File: src/rtl/m3inv_pkg.sv
// ----------------------------------------------------------------------------
// m3inv_pkg
// Shared types, constants and the cofactor operand table for the 3x3
// adjugate inverse block.
// ----------------------------------------------------------------------------
package m3inv_pkg;

    localparam int FRAC_BITS = 16;
    localparam int ELEM_W    = 32;
    localparam int PROD_W    = 66;                 // 33 x 33 signed product
    localparam int ADJ_W     = 65;                 // exact cofactor
    localparam int DET_W     = 98;                 // exact determinant
    localparam int QBITS     = 33;                 // quotient bits after overflow check
    localparam int CW        = DET_W + QBITS;      // divider compare width
    localparam int NUM_SHIFT = 2 * FRAC_BITS;

    localparam logic [4:0] COF_STEPS  = 5'd18;
    localparam logic [4:0] LAST_STEP  = 5'd23;
    localparam logic [3:0] LAST_ELEM  = 4'd8;
    localparam logic [5:0] LAST_DIV   = 6'(QBITS - 1);

    typedef struct packed {
        logic       load;
        logic       rd;
        logic       mul;
        logic       acc;
        logic       ard;
        logic       init;
        logic       dstep;
        logic       res;
        logic [4:0] step;
        logic [3:0] idx;
    } m3inv_cmd_t;

    // Element addresses {a, b} of each cofactor product; entry k*2 is the
    // minuend term, k*2+1 the subtrahend term of adjugate entry k.
    function automatic logic [7:0] cof_pair(input logic [4:0] s);
        logic [7:0] r;
        case (s)
            5'd0:    r = {4'd4, 4'd8};
            5'd1:    r = {4'd7, 4'd5};
            5'd2:    r = {4'd7, 4'd2};
            5'd3:    r = {4'd1, 4'd8};
            5'd4:    r = {4'd1, 4'd5};
            5'd5:    r = {4'd4, 4'd2};
            5'd6:    r = {4'd6, 4'd5};
            5'd7:    r = {4'd3, 4'd8};
            5'd8:    r = {4'd0, 4'd8};
            5'd9:    r = {4'd6, 4'd2};
            5'd10:   r = {4'd3, 4'd2};
            5'd11:   r = {4'd0, 4'd5};
            5'd12:   r = {4'd3, 4'd7};
            5'd13:   r = {4'd6, 4'd4};
            5'd14:   r = {4'd6, 4'd1};
            5'd15:   r = {4'd0, 4'd7};
            5'd16:   r = {4'd0, 4'd4};
            5'd17:   r = {4'd3, 4'd1};
            default: r = 8'd0;
        endcase
        return r;
    endfunction

endpackage

File: src/rtl/m3inv_ctrl.sv
// ----------------------------------------------------------------------------
// m3inv_ctrl
// Sequencer: loads elements, steps the shared multiplier through cofactor
// and determinant products, then runs the divider for each nonsingular result.
// ----------------------------------------------------------------------------
module m3inv_ctrl (
    input  logic                  clk,
    input  logic                  rst_n,
    input  logic                  in_valid,
    output logic                  in_ready,
    output logic                  out_valid,
    input  logic                  out_ready,
    output logic                  out_last,
    input  logic                  det_zero,
    output m3inv_pkg::m3inv_cmd_t cmd
);
    import m3inv_pkg::*;

    typedef enum logic [8:0] {
        S_LOAD = 9'b000000001,
        S_RD   = 9'b000000010,
        S_MUL  = 9'b000000100,
        S_ACC  = 9'b000001000,
        S_ARD  = 9'b000010000,
        S_INIT = 9'b000100000,
        S_DIV  = 9'b001000000,
        S_RES  = 9'b010000000,
        S_OUT  = 9'b100000000
    } state_t;

    state_t     state_reg, state_next;
    logic [3:0] idx_reg, idx_next;
    logic [4:0] step_reg, step_next;
    logic [5:0] cnt_reg, cnt_next;

    always_ff @(posedge clk or negedge rst_n)
    begin
        if (!rst_n)
        begin
            state_reg <= S_LOAD;
            idx_reg   <= '0;
            step_reg  <= '0;
            cnt_reg   <= '0;
        end
        else
        begin
            state_reg <= state_next;
            idx_reg   <= idx_next;
            step_reg  <= step_next;
            cnt_reg   <= cnt_next;
        end
    end

    assign in_ready  = (state_reg == S_LOAD);
    assign out_valid = (state_reg == S_OUT);
    assign out_last  = (idx_reg == LAST_ELEM);

    always_comb
    begin
        state_next = state_reg;
        idx_next   = idx_reg;
        step_next  = step_reg;
        cnt_next   = cnt_reg;
        cmd        = '0;
        cmd.step   = step_reg;
        cmd.idx    = idx_reg;
        case (state_reg)
            S_LOAD:
            begin
                if (in_valid)
                begin
                    cmd.load = 1'b1;
                    if (idx_reg == LAST_ELEM)
                    begin
                        idx_next   = '0;
                        step_next  = '0;
                        state_next = S_RD;
                    end
                    else
                    begin
                        idx_next = idx_reg + 4'd1;
                    end
                end
            end
            S_RD:
            begin
                cmd.rd     = 1'b1;
                state_next = S_MUL;
            end
            S_MUL:
            begin
                cmd.mul    = 1'b1;
                state_next = S_ACC;
            end
            S_ACC:
            begin
                cmd.acc = 1'b1;
                if (step_reg == LAST_STEP)
                begin
                    step_next  = '0;
                    state_next = S_ARD;
                end
                else
                begin
                    step_next  = step_reg + 5'd1;
                    state_next = S_RD;
                end
            end
            S_ARD:
            begin
                cmd.ard    = 1'b1;
                state_next = S_INIT;
            end
            S_INIT:
            begin
                // singular matrix: skip the divider
                if (det_zero)
                begin
                    state_next = S_RES;
                end
                else
                begin
                    cmd.init   = 1'b1;
                    cnt_next   = '0;
                    state_next = S_DIV;
                end
            end
            S_DIV:
            begin
                cmd.dstep = 1'b1;
                cnt_next  = cnt_reg + 6'd1;
                if (cnt_reg == LAST_DIV)
                begin
                    state_next = S_RES;
                end
            end
            S_RES:
            begin
                cmd.res    = 1'b1;
                state_next = S_OUT;
            end
            S_OUT:
            begin
                if (out_ready)
                begin
                    if (idx_reg == LAST_ELEM)
                    begin
                        idx_next   = '0;
                        state_next = S_LOAD;
                    end
                    else
                    begin
                        idx_next   = idx_reg + 4'd1;
                        state_next = S_ARD;
                    end
                end
            end
            default:
            begin
                state_next = S_LOAD;
            end
        endcase
    end

endmodule

File: config.mk
export PLATFORM = sky130hd
export DESIGN_NAME = m3inv_ctrl
export DESIGN_NICKNAME = d
export VERILOG_FILES = /design/src/rtl/m3inv_pkg.sv /design/src/rtl/m3inv_ctrl.sv
export SDC_FILE = /design/constraint.sdc
export NUM_CORES = 1
export LEC_CHECK = 0
export ABC_CLOCK_PERIOD_IN_PS = 2300
export BUFFER_PORTS_ARGS = -buffer_cell sky130_fd_sc_hd__buf_2
export CAP_MARGIN = 0
export CORE_MARGIN = 2
export CORE_UTILIZATION = 50
export CTS_CLUSTER_DIAMETER = 80
export CTS_CLUSTER_SIZE = 10
export DETAILED_ROUTE_END_ITERATION = 7
export HOLD_SLACK_MARGIN = 0.06
export PLACE_DENSITY = 0.76
export SLEW_MARGIN = 20
export SYNTH_ARGS = -nofsm -noshare
export SYNTH_HDL_FRONTEND = slang
export SYNTH_SLANG_ARGS = --single-unit
File: constraint.sdc
create_clock -name clk -period 2.3 [get_ports clk]
set_clock_uncertainty 0.15 [all_clocks]
set_input_delay 0.345 -clock clk [delete_from_list [all_inputs] [get_ports clk]]
set_output_delay 0.345 -clock clk [all_outputs]
set_load 0.005 [all_outputs]
### Word level (Yosys, flattened, before mapping)

Index checks and enable logic that the tools add are counted.
W data, S select, Z words.

| word-level totals | value |
|---|---|
| input port bits | 5 |
| word-level logic and storage cells | 59 |
| register bits after elaboration | 24 |

| cells by class | value |
|---|---|
| eq/ne operators | 17 |
| add/sub/neg operators | 3 |
| reduce and logical (&&, ||, !) cells | 7 |
| muxes and demuxes | 28 |

Operator list:

| kind | count |
|---|---|
| $pmux W9 S9 | 1 |
| $mux W9 | 4 |
| $mux W5 | 5 |
| $mux W4 | 3 |
| $pmux W6 S2 | 1 |
| $mux W1 | 10 |
| $pmux W5 S2 | 1 |
| $eq A9 B1 Y1 const B | 1 |
| $eq A9 B2 Y1 const B | 1 |
| $eq A9 B3 Y1 const B | 1 |
| $eq A9 B4 Y1 const B | 1 |
| $eq A9 B5 Y1 const B | 1 |
| $eq A9 B6 Y1 const B | 1 |
| $eq A9 B7 Y1 const B | 1 |
| $eq A9 B8 Y1 const B | 1 |
| $eq A9 B9 Y1 const B | 1 |
| $mux W8 | 1 |
| $pmux W4 S2 | 1 |
| $add A6 B1 Y6 const B | 1 |
| $eq A6 B6 Y1 const B | 1 |
| $mux W6 | 1 |
| $ne A2 B2 Y1 const B | 3 |
| $reduce_and A3 Y1 | 2 |
| $reduce_bool A2 Y1 | 3 |
| other kinds (7) | 8 |

### Logic depth before layout (Yosys ltp)

Gate-level depths: netlist of the first run.

| logic depth | value |
|---|---|
| depth in word-level cells | 4 |
| depth in mapped cells | 7 |
| mapped depth without buffers | 7 |

### Worst setup path before layout of the first run

No wires, ideal clock.

| timing path | value |
|---|---|
| kind | register to register |
| start point | reg state_reg[5] |
| end point | reg idx_reg[2] |
| library setup time | 0.125 ns |
| data arrival time | 2.067 ns |
| buffers on the path | 1 |
| clock period less this slack | 2.342 ns |
| path slack | -0.042 ns |
| cell stages (with the launch flop) | 6 |
| cell sequence | dfrtp_1 > or4_1 > buf_2 > or4_4 > a21boi_1 > mux2_2 |

| between the ends | value |
|---|---|
| longest elaborated chain between the ends | 3 |
| elaborated cells between the ends (all ways) | 7 |
| those cells by class | eq/ne (4); mux (1); reduce/logical (2) |

Ends and longest elaborated chain:

| what | RTL line | text |
|---|---|---|
| start: declaration | m3inv_ctrl.sv:31 | `state_t state_reg, state_next;` |
| start signal: assignment | m3inv_ctrl.sv:47 | `state_reg <= state_next;` |
| $eq A9 B9 Y1 or $eq A9 B1 Y1 (tied branches) | m3inv_ctrl.sv:67 | `case (state_reg)` |
| $ne A2 B1 Y1 (no line) (tied with other cells) | - |  |
| $reduce_and A3 Y1 (no line) | - |  |
| end signal: assignment | m3inv_ctrl.sv:48 | `idx_reg <= idx_next;` |
| end: declaration | m3inv_ctrl.sv:32 | `logic [3:0] idx_reg, idx_next;` |

Parallel ways exist; a longest one is shown, timed or not.
A chain may end at the register's enable or synchronous reset.

==> results of run 1 <==
==> power breakdown <==
group	leakage (nW)	switching [mW]	internal, mW	total (mW)
Sequential	0.310	0.148	0.521	0.670
Combinational	0.621	0.422	0.366	0.788
Clock	0.0150	0.132	0.0680	0.200
Total	0.946	0.703	0.955	1.66
==> cell type report <==
class / instances / area (um^2)
clock buffer: 4 / 26.3
fill: 220 / 876
inverter: 11 / 41.3
multi-input combinational: 123 / 895
sequential: 24 / 604
tap: 31 / 38.8
timing repair buffer: 49 / 324
==> metal layers <==
| metal | vias up | wire length (um) | GRT usage |
|---|---|---|---|
| met5 | - | 0 | 0 |
| met4 | 0 | 127 | 0.0942 |
| met3 | 14 | 242 | 0.0440 |
| met2 | 61 | 1930 | 0.376 |
| met1 | 710 | 1740 | 0.315 |
| li1 | 712 | - | - |
==> what timing repair did <==
item                       CTS  global route
hold endpoints to repair    23             0
resized for setup           11             7
hold buffers                 1             0
buffers inserted             5             6
cloned                       0             0
pin swaps                    5             6
setup endpoints to repair   10            12
==> per-stage QoR <==
step	util	setup WS, ps
2_1_floorplan	-	5.50
3_3_place_gp	0.621	142
3_5_place_dp	0.621	104
4_1_cts	0.661	-26.2
5_1_grt	0.688	-117
6_report	0.688	-47.9
==> worst min path at each step <==
| stage | startpoint | to | slack [ps] | depth (start not counted) |
|---|---|---|---|---|
| 4_1_cts | det_zero | state_reg[7] | 140 | 3 |
| 5_1_grt | det_zero | state_reg[7] | 150 | 3 |
| 3_3_place_gp | rst_n | step_reg[3] | 200 | 1 |
| 2_1_floorplan | rst_n | cnt_reg[0] | -100 | 0 |
| 6_report | det_zero | state_reg[7] | 150 | 3 |
| 3_5_place_dp | rst_n | step_reg[1] | 210 | 1 |
==> logic make-up (layout without fill, tap and decap cells) <==
group / after synthesis / in the layout
simple gates: 72 / 72
compound gates: 39 / 39
flops: 24 / 24
buf+inv: 17 / 64
fa+ha+maj: 5 / 5
xor+xnor: 4 / 4
mux: 3 / 3
==> synth_stat cells (4+ instances only) <==
master    count  area share
nand4_1       4       0.017
ha_1          5       0.042
nand3_1       5       0.017
o21ai_0      13       0.043
and4b_1       6       0.040
o31ai_1       5       0.025
or4_1         5       0.025
a21oi_1       7       0.023
inv_1        11       0.028
clkbuf_1      4       0.010
dfrtp_1      23        0.38
nand2_1      13       0.033
nor2_1       11       0.028
xor2_1        4       0.023
==> worst max-delay path, delay by kind of cell, from the launching register on <==
kind | cells | cell delay (ps)
buffers and inverters | 4 | 590
flip-flops | 1 | 450
AND/OR/NAND/NOR | 2 | 490
==> flow_metrics.tcl, run 1 <==
set metrics [dict create \
    status "complete, but fails checks" \
    violations "DRC, setup timing" \
    ant_nets 0 \
    cpPeakStageDelay_ps 450 \
    synth_edf_count 0 \
    fp.dieW_um 58.8 \
    globalplace.congestion 0.909 \
    antenna_found_initial 0 \
    synth_compound_area_frac 0.166 \
    setup_violations 7 \
    maxSlewViolCount 0 \
    syn_inst 164 \
    synthToLayoutAreaGrowth_pct 28.7 \
    grt_usage 0.235 \
    cp_slowest_cell "dfrtp_1" \
    drc 2 \
    tritoncts "yes" \
    largest_reg_flops 9 \
    stdcell_area_um2 1930 \
    die_area_um2 3450 \
    holdWs_ps 147 \
    min_period_ps 2350 \
    reg2regPathDepth 4 \
    numCtsBuffers 3 \
    hold_path_class "input port to register" \
    place_area_um2 1740 \
    worstMarginPinSlew_ps 600 \
    drive_gt1_frac 0.332 \
    synthAdderAreaFrac 0.0417 \
    fmax_mhz 426 \
    power_density_nw_per_um2 859 \
    path_class "register to output pin" \
    synth_top_family_by_area "simple AND/OR/NAND/NOR gates" \
    crit_path_start_kind "register" \
    grt_pass1_wl_mm 6.31 \
    synth-main-ff-cell "dfrtp_1" \
    core-area_um2 2810 \
    reg2reg_to "idx_reg[1]" \
    endpoint "cmd[10]" \
    final_cell_mix "buf_2, buf_4, dfrtp_1, nand2_1, o21ai_0" \
    yosys_register_bits 24 \
    wl_per_cell_um 16.7 \
    crit_chain "buf_6 > nor4_4 > buf_4 > nand4_1 > inv_1 > buf_2" \
    layout_commonest_cell "buf_2" \
    vias_per_cell 6.19 \
    cts_max_path_buffers 2 \
    grt_pass1_vias 1397 \
    dp_cells 227 \
    num_io_pins 25 \
    fin_ws_ps -47.9 \
    port_buffers 24 \
    synthesis.area_um2 1500 \
    finalSetupTns_ps -156 \
    grt_max_degree 25 \
    synth-simple-area-share 0.300 \
    final_nets 222 \
    cp_data_required_time_ps 1800 \
    crit_fanout 4 \
    synthMuxAreaShare 0.0242 \
    r2r_slack_ps -20 \
    critPathArrivalTime_ps 1850 \
    syn_nets 174 \
    total_power_mw 1.66 \
    syn_avg_cell_area_um2 9.14 \
    synthArstFlopShare 1.00 \
    start_util 0.534 \
    slew_headroom 0.596 \
    rsz0062_at_grt "true" \
    rows 19 \
    ys_types 46 \
    startpoint "state_reg[4]" \
    root_buffer "clkbuf_4" \
    synth_xor_area_frac 0.0234 \
    dpl.hpwl_mm 2.73 \
    drt_first_iter_violations 57 \
    num_vias 1497 \
    die_h_um 58.8 \
    drt_wl_total_mm 4.05 \
    diodes 0 \
    min_period_over_period 1.02 \
    critPathCaptureType "output pin" \
    clk_pin_slew_ps 140 \
    clock-sinks 24 \
    firstDrtPassIters 7 \
    grt_overflow 0 \
    finalHoldViolCount 0 \
    synth-seq-area-share 0.402 \
    htreeDepth 1 \
    clkLatencyLatePin_ps 320 \
    ir_drop_uv 380 \
    ys_warn_count 0 \
    cellLeakagePower_nw 0.946 \
    reg2reg_from "state_reg[7]" \
    fin_cells 242 \
    maxCapViolations 0 \
]
Note: power is estimated with default switching activity, not from simulation.
==> inputs of run 2 (changes only) <==
- PLACE_DENSITY: 0.76 -> 0.83
- SKIP_LAST_GASP: unset -> 1
==> flow_metrics.tcl, run 2 (synthesis gave the netlist of run 1 again) <==
set metrics [dict create \
    vias_per_cell 6.22 \
    clock-sinks 24 \
    stdcell_area_um2 1970 \
    grt_pass1_vias 1380 \
    status "complete, but fails checks" \
    hold_path_class "input port to register" \
    finalHoldViolCount 0 \
    rows 19 \
    cp_data_required_time_ps 1800 \
    num_io_pins 25 \
    numCtsBuffers 3 \
    drc 3 \
    hold_end "state_reg[7]" \
    fp.dieW_um 58.8 \
    cellLeakagePower_nw 0.965 \
    critPathArrivalTime_ps 1860 \
    hold_start "det_zero" \
    largest_reg_flops 9 \
    htreeDepth 1 \
    drt_wl_total_mm 4.01 \
    grt_usage 0.242 \
    ir_drop_uv 475 \
    grt_pass1_wl_mm 6.37 \
    layout_commonest_cell "buf_4" \
    reg2regPathDepth 6 \
    worstMarginPinSlew_ps 562 \
    firstDrtPassIters 7 \
    crit_path_start_kind "register" \
    power_density_nw_per_um2 932 \
    min_period_ps 2350 \
    violations "DRC, setup timing" \
    maxSlewViolCount 0 \
    r2r_slack_ps 40 \
    final_nets 225 \
    min_period_over_period 1.02 \
    drive_gt1_frac 0.360 \
    wl_per_cell_um 16.4 \
    cts_max_path_buffers 2 \
    core-area_um2 2810 \
    globalplace.congestion 0.897 \
    tritoncts "yes" \
    slew_headroom 0.622 \
    critPathCaptureType "output pin" \
    finalSetupTns_ps -86.5 \
    crit_fanout 6 \
    drt_first_iter_violations 90 \
    reg2reg_from "state_reg[6]" \
    reg2reg_to "state_reg[1]" \
    whs_path_depth 3 \
    clk_pin_slew_ps 130 \
    port_buffers 24 \
    die_area_um2 3450 \
    grt_overflow 0 \
    antenna_found_initial 0 \
    dpl.hpwl_mm 2.77 \
    path_class "register to output pin" \
    diodes 0 \
    synthToLayoutAreaGrowth_pct 31.6 \
    die_h_um 58.8 \
    rsz0062_at_grt "true" \
    maxCapViolations 0 \
    fin_ws_ps -51.3 \
    start_util 0.534 \
    root_buffer "clkbuf_4" \
    place_area_um2 1740 \
    final_cell_mix "buf_4, buf_2, dfrtp_1, nand2_1, o21ai_0" \
    startpoint "state_reg[6]" \
    ant_nets 0 \
    grt_max_degree 25 \
    setup_violations 2 \
    clkLatencyLatePin_ps 320 \
    fmax_mhz 425 \
    num_vias 1523 \
]
run 2: final cells by class:
cell class / count / area (um^2)
inverter: 11 / 41.3
tap: 31 / 38.8
multi-input combinational: 123 / 890
clock inverter: 1 / 30.0
fill: 217 / 832
clock buffer: 3 / 22.5
sequential: 24 / 608
timing repair buffer: 52 / 343
run 2: critical path, cell delays in order (launching register included):
cell,delay (ps)
dfrtp_1,400
or4_4,560
buf_6,160
nor2_4,110
and4b_1,200
buf_2,110
run 2: power breakdown:
part           total (mW)  internal [mW]  leakage, nW  switching (mW)
registers           0.676          0.527        0.310           0.149
clock network       0.310          0.176       0.0279           0.133
logic               0.854          0.415        0.627           0.439
run 2: how the worst max path moves through the flow:
| stage | to | slack (ps) | depth (start not counted) |
|---|---|---|---|
| 6_report | cmd[12] | -50 | 5 |
| 4_1_cts | cmd[12] | -30 | 5 |
| 3_3_place_gp | idx_reg[2] | 140 | 4 |
| 2_1_floorplan | idx_reg[1] | 5 | 6 |
| 5_1_grt | cmd[12] | -100 | 5 |
| 3_5_place_dp | idx_reg[2] | 110 | 4 |
run 2: metal layers:
metal	track usage	routed length (um)	up-vias
met5	0	0	-
met4	0.104	85	0
met3	0.0242	228	11
met2	0.403	1980	58
met1	0.320	1710	735
li1	-	-	719
run 2: per-stage QoR:
stage          cells   util  setup slack, ps  hold slack, ps  power, mW
4_1_cts          236  0.670            -29.2             162       1.74
3_3_place_gp     227  0.621              145             202       1.32
5_1_grt          245  0.703             -104             190       1.95
6_report         245  0.703            -51.3             178       1.84
3_5_place_dp     227  0.621              106             213       1.36
2_1_floorplan    164      -             5.50            -101       1.09
run 2: repair_timing:
action,in CTS,in global routing
cloned,0,0
pin swaps,4,5
setup endpoints to repair,8,12
gates resized for setup,12,6
setup buffers,4,9
hold buffers,1,0
endpoints found under the hold margin,23,0
